===== config.mk =====
export PLATFORM = sky130hd
export DESIGN_NAME = gcdb_isqrt
export DESIGN_NICKNAME = d
export VERILOG_FILES = /design/src/design/gcdb_pkg.sv /design/src/design/gcdb_isqrt.sv
export SDC_FILE = /design/constraint.sdc
export NUM_CORES = 2
export LEC_CHECK = 0
export ABC_CLOCK_PERIOD_IN_PS = 4900
export BUFFER_PORTS_ARGS = -buffer_cell sky130_fd_sc_hd__buf_2
export CAP_MARGIN = 10
export CORE_ASPECT_RATIO = 1.2
export CORE_MARGIN = 2
export CORE_UTILIZATION = 57
export DETAILED_ROUTE_END_ITERATION = 12
export PLACE_DENSITY_LB_ADDON = 0.12
export SYNTH_ARGS = -nofsm -noshare
export SYNTH_HDL_FRONTEND = slang
export SYNTH_SLANG_ARGS = --single-unit

===== constraint.sdc =====
create_clock -name clk -period 4.9 [get_ports clk]
set_input_delay 0.98 -clock clk [delete_from_list [all_inputs] [get_ports clk]]
set_output_delay 0.98 -clock clk [all_outputs]
set_load 0.1 [all_outputs]

===== src/design/gcdb_pkg.sv =====
// Package for the great-circle distance and bearing block.
// Holds shared widths, fixed-point constants, the CORDIC angle table and types.
// Depends on nothing; every other design file but gcdb_delay imports it.
package gcdb_pkg;

  // Default parameter values for the top level.
  localparam int ANGLE_FRAC_BITS_DEF = 16;
  localparam int CORDIC_STAGES_DEF   = 24;

  // Field widths.
  localparam int LAT_W      = 24;
  localparam int LON_W      = 25;
  localparam int CFG_W      = 25;
  localparam int IN_DATA_W  = 56;
  localparam int OUT_DATA_W = 40;
  localparam int DIST_W     = 19;
  localparam int BEAR_W     = 15;

  // Sine and cosine results are Q30 in a 32 bit signed word.
  localparam int SC_W = 32;
  localparam logic signed [33:0] CORDIC_GAIN_Q30 = 34'sd652032874;

  // Square root unit: Q60 operand, Q30 root, one result bit per step.
  localparam int A60_W      = 61;
  localparam int ROOT_W     = 31;
  localparam int SQRT_STEPS = 31;

  // Output scaling.
  localparam logic [31:0]       DIST_SCALE   = 32'd2623417457;
  localparam logic [BEAR_W-1:0] BEARING_FULL = 15'd23040;

  // Arctangent of 2^-i in binary angle units (2^32 per turn).
  localparam logic [31:0] ATAN_TURNS [32] = '{
    32'd536870912, 32'd316933406, 32'd167458907, 32'd85004756,
    32'd42667331,  32'd21354465,  32'd10679838,  32'd5340245,
    32'd2670163,   32'd1335087,   32'd667544,    32'd333772,
    32'd166886,    32'd83443,     32'd41722,     32'd20861,
    32'd10430,     32'd5215,      32'd2608,      32'd1304,
    32'd652,       32'd326,       32'd163,       32'd81,
    32'd41,        32'd20,        32'd10,        32'd5,
    32'd3,         32'd1,         32'd1,         32'd0
  };

  // Configuration register indexes.
  typedef enum logic [0:0] {
    REG_HOME_LAT = 1'b0,
    REG_HOME_LON = 1'b1
  } cfg_reg_t;

  // Per-item control flags that ride along the datapath.
  typedef struct packed {
    logic vld;
    logic pos;
    logic same;
  } flags_t;

  // One result item.
  typedef struct packed {
    logic              distance_valid;
    logic [DIST_W-1:0] distance;
    logic [BEAR_W-1:0] bearing;
  } result_t;

endpackage


===== src/design/gcdb_isqrt.sv =====
// Pipelined integer square root of a Q60 value, giving a Q30 floor root.
// One result bit per stage after an input register.
// Depends on gcdb_pkg for the operand and root widths.
module gcdb_isqrt (
  input  logic                          clk,
  input  logic                          en,
  input  logic [gcdb_pkg::A60_W-1:0]    n_in,
  output logic [gcdb_pkg::ROOT_W-1:0]   root_out
);
  import gcdb_pkg::*;

  localparam int NW = A60_W + 1;

  logic [NW-1:0] n_r [SQRT_STEPS+1];
  logic [NW-1:0] r_r [SQRT_STEPS+1];

  // Trial bit of step i, from 2^60 down to 1.
  function automatic logic [NW-1:0] trial_bit(int i);
    return NW'(1) << (2 * (SQRT_STEPS - 1 - i));
  endfunction

  // Restoring square root, one step per stage.
  always_ff @(posedge clk) begin
    if (en) begin
      n_r[0] <= NW'(n_in);
      r_r[0] <= '0;
      for (int i = 0; i < SQRT_STEPS; i++) begin
        if (n_r[i] >= r_r[i] + trial_bit(i)) begin
          n_r[i+1] <= n_r[i] - (r_r[i] + trial_bit(i));
          r_r[i+1] <= (r_r[i] >> 1) + trial_bit(i);
        end else begin
          n_r[i+1] <= n_r[i];
          r_r[i+1] <= r_r[i] >> 1;
        end
      end
    end
  end

  assign root_out = r_r[SQRT_STEPS][ROOT_W-1:0];

endmodule


==> Flow_metrics.wiki <==
{| class="wikitable"
! Metric !! Value
|-
| Run status || complete, no violations
|-
| CTS clk-pin slew, worst paths || 0.07 ns
|-
| Worst EP arrival || around 4.9 ns
|-
| Number of hold-repair buffers added at the cts stage || 0
|-
| Pin count of the biggest net entering global routing || 161
|-
| Total number of vias || 75359
|-
| Hold Fails Final Rpt || 0
|-
| First-pass GRT wire length || 451000 um
|-
| Total placed cells including tap cells || roughly 12000
|-
| Final critical path time including I/O delays and setup || ~4.3 ns
|-
| Worst setup skew after layout || between 0.05 and 0.06 ns
|-
| Post-synthesis async set-or-reset flop share || 0
|-
| Placement Setup Slack || 0.342 ns
|-
| Starting DRC count in detailed routing || 6620
|-
| Top cell type by total area after synthesis || edfxtp_1
|-
| Required time of the critical path || 5.50 ns
|-
| Top cells by instance count after synthesis || edfxtp_1 (2417), nand2_1 (714), inv_1 (646)
|-
| Final HPWL DP || approximately 230000 um
|-
| Setup violations, final || 0
|-
| Initial Utilization || 0.574
|-
| First drt pass iteration count || 8
|-
| Max-cap violations || 0
|-
| Longest Clk Path Bufs || 3
|-
| Final std cells w/o fill || 12374
|-
| Main flop type after synthesis || edfxtp_1
|-
| Critical setup path kind || reg2reg
|-
| Clock tree from TritonCTS || built
|-
| Category of the worst setup path launch point || flop
|-
| Total congestion overflow || 0
|-
| Count of antenna-violating nets left after detailed routing || 0
|-
| Area fraction of the dominant cell type after synthesis || 0.623
|-
| Yosys warning total || 0
|-
| Clk Latency, worst-skew pair || 0.89 ns
|-
| Maximum fanout along the worst path || 10
|-
| PostCTS Resize Cnt || 0
|-
| Number of nets in the finished design || 10111
|-
| Final cycle utilization of the critical path || 0.868
|-
| Placeable Area || between 0.2 and 0.25 mm2
|-
| Synthesized flop and latch total || roughly 2400
|-
| Post-Syn Area || 0.117 mm2
|-
| Slew Limit Fails || 0
|-
| Max-slew headroom at the worst pin || 0.242
|-
| Path category of the worst min-delay check || in2reg
|-
| Worst Tran Pin Value || 1.13 ns
|-
| Number of design rule violations left after detail routing || 0
|-
| Post-CTS setup-driven buffer insertion count || 0
|-
| Total negative slack for setup checks || 0 ns
|-
| Final Wtd Congestion || ~0.97
|-
| Dominant cell by count in the synthesized netlist || edfxtp_1
|-
| Routed wire per std cell || between 20 and 25 um
|-
| F_max || 235 MHz
|-
| Number of ports placed on the die boundary || 94
|-
| Overall power after layout || 58.6 mW
|-
| EDFF count, synth || around 2400
|-
| Worst IR drop on VDD || 0.399 mV
|-
| Number of sinks on the clock net || 2417
|-
| Most area-consuming cells after synthesis || edfxtp_1 (62%), ha_1 (5.6%), xnor2_1 (3.1%)
|-
| Global routing usage summed across all routing layers || 0.287
|-
| Site row count || about 180
|-
| Initial antenna violation count || 4
|-
| Total leakage power || 47.7 nW
|-
| Vias in the first global route || 73656
|-
| Height of the die || 499 um
|-
| Synth Area per Inst || 12.4 um2
|-
| Post-Syn Instances || ~9400
|-
| Yosys cell types || a little under 90
|-
| H-Tree Level Count || 4
|-
| Pwr Density || 458 mW/mm2
|-
| Sequential element share of the synthesized area || 0.623
|-
| Area Growth Syn to Fin || 9.64%
|-
| Share of cells above drive strength 1 || 0.0692
|-
| CTS buffer count || roughly 230
|-
| Die Outline Area || roughly 0.21 mm2
|-
| Unrepaired setup endpoints after global routing || no
|-
| Clock Root Buffer || clkbuf_16
|-
| Number of buffers inserted by port buffering || 93
|-
| Worst hold slack across all endpoints || 0.256 ns
|-
| Syn Nets || 9960
|-
| Wire length reported by the detailed router || 301000 um
|-
| PnR worst setup slack || 0.648 ns
|-
| Crit. End Element || flop
|-
| Via-per-instance ratio || 6.09
|-
| Horizontal extent of the die || 417 um
|}
[power by group]
| part | switching [mW] | leakage, nW | internal [mW] |
|---|---|---|---|
| sequential | 2.37 | 23.2 | 26.1 |
| combinational | 7.39 | 20.7 | 4.70 |
| clock | 7.87 | 3.74 | 10.2 |
| total | 17.6 | 47.7 | 40.9 |
[critical path, stage by stage (launching register included)]
cell and delay (ns):
edfxtp_1 0.41, ha_1 0.39, a21oi_1 0.19, o21ai_0 0.14, or3b_2 0.48, o211ai_1 0.50, a2111oi_1 0.16, buf_2 0.21
and3b_2 0.37, clkinv_1 0.44, nand3_1 0.41, nor3_1 0.10, xor2_1 0.16
[through the flow]
step | util | area, um2
finish | 0.630 | 128000
floorplan | - | 117000
global placement | 0.592 | 120000
detailed placement | 0.592 | 120000
global route | 0.630 | 128000
CTS | 0.630 | 128000
[flip-flops by register name, indices dropped and copies added (netlist names)]
signal	flops
n_r	1921
r_r	496
[path summary, 6_finish.rpt]
kind,start,to,slack (ns),cells after the start
hold reg to reg,n_r[0][45],n_r[0][107],0.42,0
setup / recovery,n_r[1][753],n_r[1][848],0.65,12
hold / removal,n_in[22],n_r[0][22],0.26,1
setup reg to reg,n_r[1][753],n_r[1][848],0.65,12
[cell families after synthesis]
family	Yosys count	synth area share
flip-flops	2417	0.623
XOR/XNOR	826	0.0621
AND/OR/NAND/NOR	2870	0.128
AO/OA/AOI/OAI	1764	0.0943
multiplexers	62	0.00592
buffers and inverters	912	0.0307
adder cells (fa/ha/maj)	523	0.0561
[layout make-up]
cell class              count  area [um2]
diodes                      1        2.50
clock inverters           169        1840
inverters                 648        2430
multi-input cells        6045       40500
repair buffers            184        1270
flip-flops and latches   2417       72600
clock buffers             257        5860
fillers                 15605       75100
well taps                2653        3320
[metal layers]
metal	wire (um)	vias up	global-route usage
li1	-	35384	-
met1	117000	37088	0.347
met2	157000	2308	0.521
met3	14100	577	0.0332
met4	12700	2	0.114
met5	13	-	0
[cell usage in the layout, fill, tap and decap left out, types with 24 or more instances in the layout]
master	n
o211ai_1	30
nor3b_1	26
a31oi_1	40
clkinv_2	52
a211oi_1	54
a21oi_1	466
clkbuf_16	230
ha_1	523
nand3_1	163
o21a_1	91
edfxtp_1	2417
nor2b_1	64
xnor2_1	419
clkinv_1	58
o21ai_0	533
and2_1	34
nor2_1	518
nand2b_1	111
clkbuf_1	27
or4_1	80
buf_4	81
nand3b_1	24
or2_2	42
nand4b_1	39
bufinv_16	29
a21boi_0	27
nand2_1	714
and3_1	43
or3_1	100
nor4_1	336
nand4_1	155
xor2_1	407
mux2_2	51
a21o_1	242
nor3_1	291
nor4b_1	57
o21bai_1	37
buf_2	93
o31ai_1	38
inv_1	645
(Power assumes the default switching activity.)
