<file path="src/design/gcdb_delay.sv">
// Enabled shift line that delays a word by a fixed number of pipeline steps.
// Used to keep flags and the bearing vector in step with the datapath.
// Depends on nothing outside this file.
module gcdb_delay #(
  parameter int WIDTH = 8,
  parameter int DEPTH = 4
) (
  input  logic             clk,
  input  logic             rst_n,
  input  logic             en,
  input  logic [WIDTH-1:0] d_in,
  output logic [WIDTH-1:0] d_out
);

  logic [WIDTH-1:0] line_r [DEPTH];

  // Shift one place on every enabled cycle.
  always_ff @(posedge clk) begin
    if (!rst_n) begin
      for (int i = 0; i < DEPTH; i++) line_r[i] <= '0;
    end else if (en) begin
      line_r[0] <= d_in;
      for (int i = 1; i < DEPTH; i++) line_r[i] <= line_r[i-1];
    end
  end

  assign d_out = line_r[DEPTH-1];

endmodule

</file>
<file path="config.mk">
export PLATFORM = sky130hd
export DESIGN_NAME = gcdb_delay
export DESIGN_NICKNAME = d
export VERILOG_FILES = /design/src/design/gcdb_delay.sv
export SDC_FILE = /design/constraint.sdc
export NUM_CORES = 1
export LEC_CHECK = 0
export ABC_AREA = 0
export BUFFER_PORTS_ARGS = -buffer_cell sky130_fd_sc_hd__buf_2
export CAP_MARGIN = 40
export CORE_MARGIN = 3
export CORE_UTILIZATION = 49
export CTS_CLUSTER_DIAMETER = 150
export DETAILED_ROUTE_END_ITERATION = 7
export PLACE_DENSITY_LB_ADDON = 0.05
export SLEW_MARGIN = 15
export SYNTH_ARGS = -nofsm -noshare
export SYNTH_HDL_FRONTEND = slang
export SYNTH_SLANG_ARGS = --single-unit
export TNS_END_PERCENT = 5
</file>
<file path="constraint.sdc">
create_clock -name clk -period 1.23 [get_ports clk]
set_input_delay 0.0615 -clock clk [delete_from_list [all_inputs] [get_ports clk]]
set_output_delay 0.0615 -clock clk [all_outputs]
set_load 0.02 [all_outputs]
</file>
==> results of run 1 <==
==> layout make-up <==
type / count / area, µm²
clock buffer: 5 / 37.54
clock inverter: 3 / 37.54
fill: 184 / 872.1
multi-input combinational: 33 / 249.0
sequential: 32 / 960.9
tap: 28 / 35.03
timing repair buffer: 20 / 105.1
==> logic make-up after synthesis <==
logic type	share of synthesized area, %
buf+inv	2.424
flops	77.58
simple gates	20.00
==> metrics by stage <==
| step | std cells | utilization, % | setup WS (ns) |
|---|---|---|---|
| floorplan | 71 | - | 0.3034 |
| global placement | 113 | 58.77 | 0.08967 |
| detailed placement | 113 | 58.77 | 0.06405 |
| CTS | 121 | 62.04 | 0.2882 |
| global route | 121 | 62.04 | 0.2665 |
| finish | 121 | 62.04 | 0.3136 |
==> routing by layer <==
layer | vias up | routed length (µm)
met5 | - | 0
met4 | 0 | 36
met3 | 7 | 109
met2 | 22 | 852
met1 | 295 | 621
li1 | 316 | -
==> how the worst min path moves through the flow <==
stage | end | slack [ns] | depth (start not counted)
after floorplan | line_r[3][3]$_SDFFCE_PN0P_ | 0.30 | 1
after global placement | line_r[0][1]$_SDFFCE_PN0P_ | 0.40 | 2
after detailed placement | line_r[0][6]$_SDFFCE_PN0P_ | 0.40 | 2
after CTS | line_r[0][6]$_SDFFCE_PN0P_ | 0.06 | 2
after global routing | line_r[0][1]$_SDFFCE_PN0P_ | 0.05 | 2
final | line_r[0][6]$_SDFFCE_PN0P_ | 0.07 | 2
==> layout by cell type (no fill, tap or decap), drive strengths merged <==
master and instances:
clkinv 2, edfxtp 32, or2b 1, bufinv 1, clkbuf 5, and3 32, buf 20
==> power by group through the flow <==
stage | Sequential [mW] | Combinational, mW | Clock, mW
4_1_cts | 1.29 | 0.131 | 0.759
6_report | 1.29 | 0.129 | 0.743
3_5_place_dp | 1.32 | 0.131 | 0
3_3_place_gp | 1.31 | 0.125 | 0
5_1_grt | 1.30 | 0.144 | 0.806
2_1_floorplan | 1.33 | 0.0640 | 0
==> metrics.md, run 1 <==
| Metric | Value |
|---|---|
| Register-to-Register Path Depth | `1` |
| Number of global-route vias before repair | `roughly 640` |
| Largest net degree at the start of global routing | `33` |
| M3 GR Usage | `a little under 5%` |
| Sw Ratio | `19.41%` |
| Worst-path clk slew | `approximately 0.090 ns` |
| Via count | `between 600 and 700` |
| Clk buf depth | `2` |
| MaxCap Viol Count | `0` |
| Cts hold-fix bufs | `0` |
| Met1 GRT Util | `around 11%` |
| Critical-path top delay cell | `edfxtp_1` |
| Peak supply drop | `1192 µV` |
| DRT iter0 DRCs | `13` |
| Final antenna-violating net count | `0` |
| Critical Path End Type | `primary output` |
| Mean Syn Cell Area | `17.45 µm²` |
| DRT Pass-1 Iters | `3` |
| H-tree levels | `2` |
| Vias/cell | `about 5.3` |
| Worst-Margin Slew | `between 0.6 and 0.7 ns` |
| Main flop type after synthesis | `edfxtp_1` |
| Worst path top cell family by delay | `flip-flops` |
| Crit path required time | `1.17 ns` |
| Setup TNS | `0 ns` |
| PortBufs | `18` |
| Final worst clock skew | `between 0.005 and 0.006 ns` |
| CTS root buf | `clkbuf_4` |
| Grt met2 use | `about a fifth` |
| Synth warn | `0` |
| Top area cells in the synthesized netlist | `edfxtp_1, and3_2, buf_2` |
| Clock sinks | `32` |
| Synth area leader | `edfxtp_1` |
| Sw power | `0.4197 mW` |
| Top Ports | `19` |
| # diodes | `0` |
| CP Launch Type | `flip-flop` |
| Crit path time final | `slightly above 0.9 ns` |
| GR peak layer | `met2` |
| Final wirelength | `between 1500 and 2000 µm` |
| Reg2reg end | `line_r[3][7]$_SDFFCE_PN0P_` |
| Rows | `17` |
| Leak | `~0.65 nW` |
| Synthesis-stage register bit count | `32` |
| Crit path buffers/inverters | `1` |
| Final Hold Vio Count | `0` |
| Top post-synthesis cells by count | `and3_2, edfxtp_1, buf_2, clkbuf_2, or2b_1` |
| RD Place Congestion | `between 0.5 and 0.6` |
| First-pass GRT wire length | `2670 µm` |
| Share of layout cells above drive strength 1 | `between 60% and 70%` |
| Clock network power share | `about a third` |
| TritonCTS Buffers | `5` |
| Reg2Reg Launch Point | `line_r[2][7]$_SDFFCE_PN0P_` |
| Layout area overhead | `15.05%` |
| PnR Total Power | `approximately 2.2 mW` |
| Worst Setup SP | `line_r[3][7]$_SDFFCE_PN0P_` |
| RSZ-0062 raised after global routing | `no` |
| Slew HR | `54.77%` |
| Synth top area share | `approximately 78%` |
| Fin nets | `~100` |
| Crit path to | `d_out[7]` |
| CP cell instances | `buf_2` |
| Crit Path Max Fanout | `1` |
| Sequential Power Share | `roughly 60%` |
| Distinct cell type count after synthesis | `5` |
| Post-route DRC | `0` |
| CTS tree | `built` |
| Std-Cell Core Area | `between 2000 and 2500 µm²` |
| PD cells | `about 1500 nW/µm²` |
| Die H | `56.28 µm` |
| Die area | `between 3000 and 4000 µm²` |
| Status | `finished, final reports clean` |
| Largest registers | `line_r (32)` |
| Gr usage total | `11.58%` |
| Setup bufs post-CTS | `0` |
| Hold Slack | `between 0.07 and 0.08 ns` |
| Post-Syn Area | `1239 µm²` |
| Final setup violating endpoints | `0` |
| Data arrival, critical path | `between 0.8 and 0.9 ns` |
| CP max stage delay | `~0.37 ns` |
| Synthesized Nets | `a little over 80` |
| Die Wd | `around 56 µm` |
| Largest register FFs | `32` |
| Starting Density | `53.92%` |
| Fmax | `1.091 GHz` |
| Post-synth EDFFs | `32` |
| Post-synthesis sequential area ratio | `between 70 and 80%` |
| Classification of the worst setup path | `flip-flop to primary output` |
| Wire length per cell | `~13 µm` |
| Skew-Pair Late Insertion Delay | `0.32 ns` |
| Most flop-heavy register | `line_r` |
| Post-cts resize count | `0` |
| Ys async rst share | `0%` |
| Post-route design area | `1425 µm²` |
| Final period util | `74.50%` |
| Max Slew Vio Count | `0` |
| WP depth | `1` |
| Antenna violations before repair | `0` |
| FF-to-FF setup slack | `a little under 0.4 ns` |
| Remaining Overflow, GRT | `0` |
| Pint | `~1.7 mW` |
| Comb pwr share | `5.9%` |
| Post-synthesis cell count | `71` |
| Placed cell areas | `1350 µm²` |
| Min-Delay Startpoint | `d_in[6]` |
| Worst hold path class | `input port to flip-flop` |
No activity file was read; power rests on OpenSTA's default activity.
==> run 2, diff against run 1 <==
ABC_AREA = 1   (was 0)
CORE_UTILIZATION = 50   (was 49)
clock period = 0.95 ns   (was 1.23 ns; I/O delays follow)
==> run 2 against run 1 <==
Effect of this change: area after synthesis up 8.1%; worst setup slack worse by 0.25 ns; first-iteration DRC count up 62%; count of clock-buffer cells in the layout unchanged; synthesized cell count up 44%; combinational power up 77%; sequential power up 29%; global-route usage down 0.61 points; final area up 7.2%; clock power down 12%; critical path depth unchanged; via count up 8.3%; highest routed layer unchanged.
==> metrics.md, run 2 <==
| Metric | Value |
|---|---|
| Fin nets | `138 (+34%)` |
| Post-Synth Adder-Cell Area | `0% (unchanged)` |
| Cell with the most instances after synthesis | `inv_1` |
| Mean Syn Cell Area | `13.13 µm² (-25%)` |
| Final wirelength | `1493 µm (-7.9%)` |
| Post-cts resize count | `0 (unchanged)` |
| Final core occ | `60.57% (-1.5 points)` |
| Top Ports | `19 (unchanged)` |
| Crit Path Max Fanout | `1 (unchanged)` |
| Worst Setup SP | `line_r[3][2]$_SDFFCE_PN0P_` |
| Clock sinks | `32 (unchanged)` |
| CTS tree | `built` |
| Setup bufs post-CTS | `0 (unchanged)` |
| Simple-gate portion of the synthesized area | `16.45% (-3.6 points)` |
| Share of layout cells above drive strength 1 | `45.67% (-18 points)` |
| CTS root buf | `clkbuf_4` |
| Distinct cell type count after synthesis | `8 (+3)` |
| CP cell instances | `buf_2` |
| Slew HR | `88.44% (+34 points)` |
| PD cells | `1668 nW/µm² (+9.9%)` |
| CP Launch Type | `flip-flop` |
| Final worst clock skew | `0.004034 ns (-0.001861 ns)` |
| Reg2Reg Launch Point | `line_r[0][7]$_SDFFCE_PN0P_` |
| Commonest non-fill, non-tap cell in the layout | `inv_1` |
| Fmax | `between 1 and 1.5 GHz` |
| Number of global-route vias before repair | `678 (+6.6%)` |
| Crit path to | `d_out[2]` |
| Post-route DRC | `0 (unchanged)` |
| Most frequent cells in the layout | `inv_1, edfxtp_1, nor2_2` |
| DP Worst Slack | `0.1663 ns (+0.1022 ns)` |
| Std-Cell Core Area | `2522 µm² (+9.8%)` |
| Most flop-heavy register | `line_r` |
| PortBufs | `18 (unchanged)` |
| Mux cell area share after synthesis | `0% (unchanged)` |
| Data arrival, critical path | `0.84 ns (about the same)` |
| Layout area overhead | `14.11%` |
| Skew-Pair Late Insertion Delay | `0.31 ns (about the same)` |
| Remaining Overflow, GRT | `0 (unchanged)` |
| GR peak layer | `met2` |
| Worst-path clk slew | `0.09 ns (about the same)` |
| Gr usage total | `10.97% (-0.61 points)` |
| # diodes | `0 (unchanged)` |
| Top area cells in the synthesized netlist | `edfxtp_1, nor2_2, inv_1` |
| Post-synthesis sequential area ratio | `71.78% (-5.8 points)` |
| Post-Syn Area | `1339 µm² (+8.1%)` |
| Largest register FFs | `32 (unchanged)` |
| Dpl cells | `150 (+33%)` |
| Xor and xnor area share after synthesis | `0% (unchanged)` |
| Synth top area share | `71.78% (-5.8 points)` |
| Synth area leader | `edfxtp_1` |
| Post-route design area | `1528 µm² (+7.2%)` |
| MaxCap Viol Count | `0 (unchanged)` |
| First-pass GRT wire length | `2601 µm (-2.6%)` |
| Reg2reg end | `line_r[1][7]$_SDFFCE_PN0P_` |
| Final period util | `roughly 93%` |
| Wire length per cell | `9.510 µm (-29%)` |
| Post-synth EDFFs | `32 (unchanged)` |
| Hpwl dp | `between 900 and 1000 µm` |
| Synth Area in Compound Gates | `0% (unchanged)` |
| Final Hold Vio Count | `0 (unchanged)` |
| WP depth | `1 (unchanged)` |
| Crit path time final | `a little under 0.9 ns` |
| Grt met2 use | `20.81% (+1.4 points)` |
| Met1 GRT Util | `8.929% (-2.6 points)` |
| Largest net degree at the start of global routing | `33 (unchanged)` |
| Peak supply drop | `1243 µV (+4.3%)` |
| Setup TNS | `0 ns (unchanged)` |
| Worst path top cell family by delay | `flip-flops` |
| DRT iter0 DRCs | `21 (+8)` |
| Starting Density | `53.08% (-0.85 points)` |
| RSZ-0062 raised after global routing | `no` |
| Vias/cell | `4.414 (-17%)` |
| Register-to-Register Path Depth | `2 (+1)` |
| Top post-synthesis cells by count | `inv_1, edfxtp_1, nor2_2` |
| Final antenna-violating net count | `0 (unchanged)` |
| Placed cell areas | `1483 µm² (+9.8%)` |
| DRT Pass-1 Iters | `2 (-1)` |
| M3 GR Usage | `6.013% (+1.2 points)` |
| Cts hold-fix bufs | `0 (unchanged)` |
| TritonCTS Buffers | `5 (unchanged)` |
| Critical Path End Type | `primary output` |
| Worst-Margin Slew | `0.1734 ns (-0.5049 ns)` |
| Die area | `3334 µm² (+5.3%)` |
| Classification of the worst setup path | `flip-flop to primary output` |
| Largest registers | `line_r (32)` |
| Main flop type after synthesis | `edfxtp_1` |
| Rows | `18 (+1)` |
| Crit path buffers/inverters | `1 (unchanged)` |
| Worst hold path class | `input port to flip-flop` |
| Critical-path top delay cell | `edfxtp_1` |
| Synthesis-stage register bit count | `32 (unchanged)` |
| Status | `finished, final reports clean` |
| Via count | `693 (+8.3%)` |
| PnR Total Power | `2.549 mW (+18%)` |
| Post-synthesis cell count | `102 (+44%)` |
| CP max stage delay | `0.36 ns (about the same)` |
| Die H | `57.75 µm (+2.6%)` |
| Final worst slack | `0.06314 ns (-0.2505 ns)` |
| Synth warn | `0 (unchanged)` |
| Crit path required time | `0.90 ns (-0.27 ns)` |
| Max Slew Vio Count | `0 (unchanged)` |
| Non-Filler Instances | `157 (+30%)` |
| RD Place Congestion | `0.5998 (+0.64%)` |
| Synthesized Nets | `113 (+38%)` |
| Hold Slack | `0.02657 ns (-0.04638 ns)` |
| H-tree levels | `2 (unchanged)` |
| Clk buf depth | `2 (unchanged)` |
| Largest family of logic cells by synthesized area | `simple AND/OR/NAND/NOR gates` |
| Antenna violations before repair | `0 (unchanged)` |
| Leak | `0.6503 nW (-0.48%)` |
| Die Wd | `57.75 µm (+2.6%)` |
| Ys async rst share | `0% (unchanged)` |
| Final setup violating endpoints | `0 (unchanged)` |
| FF-to-FF setup slack | `0.21 ns (-0.18 ns)` |
-- run 2: cell count changes after synthesis --
cell / change
inv_1: +33
and3_2: -32
nor2_2: +27
buf_2: -3
buf_6: +3
clkbuf_2: -3
nor2_4: +3
nor2_1: +2
nand2_1: +1
nand2_2: +1
or2b_1: -1
-- run 2: final cells by class --
type	count	area, µm²
Timing Repair Buffer	21	137.6
Fill cell	203	994.7
Clock inverter	2	7.507
Clock buffer	5	37.54
Multi-Input combinational cell	34	222.7
Sequential cell	32	960.9
Inverter	33	123.9
Tap cell	30	37.54
-- run 2: worst min path at each step --
stage | cells after the start | startpoint | to | slack (ns)
floorplan | 2 | d_in[1] | line_r[0][1]$_SDFFCE_PN0P_ | 0.26
global placement | 3 | d_in[4] | line_r[0][4]$_SDFFCE_PN0P_ | 0.35
detailed placement | 3 | d_in[5] | line_r[0][5]$_SDFFCE_PN0P_ | 0.35
CTS | 3 | d_in[3] | line_r[0][3]$_SDFFCE_PN0P_ | 0.01
global route | 3 | d_in[3] | line_r[0][3]$_SDFFCE_PN0P_ | 0.02
finish | 3 | d_in[3] | line_r[0][3]$_SDFFCE_PN0P_ | 0.03
-- run 2: cells by family (layout without fill, tap and decap cells) --
| family | count (synthesis) | count (layout) |
|---|---|---|
| buffers and inverters | 36 | 61 |
| DFF | 32 | 32 |
| and+or+nand+nor | 34 | 34 |
-- run 2: report_power, final --
part           switching, mW  leakage, nW  internal [mW]
clock                  0.395       0.0261          0.258
combinational          0.147        0.271         0.0807
sequential            0.0203        0.353           1.65
-- run 2: layer usage --
metal | part of all wire (%) | vias to the layer above
met2 | 54 | 21
li1 | - | 352
met4 | 0.94 | 0
met5 | 0 | -
met1 | 36 | 318
met3 | 8.6 | 2
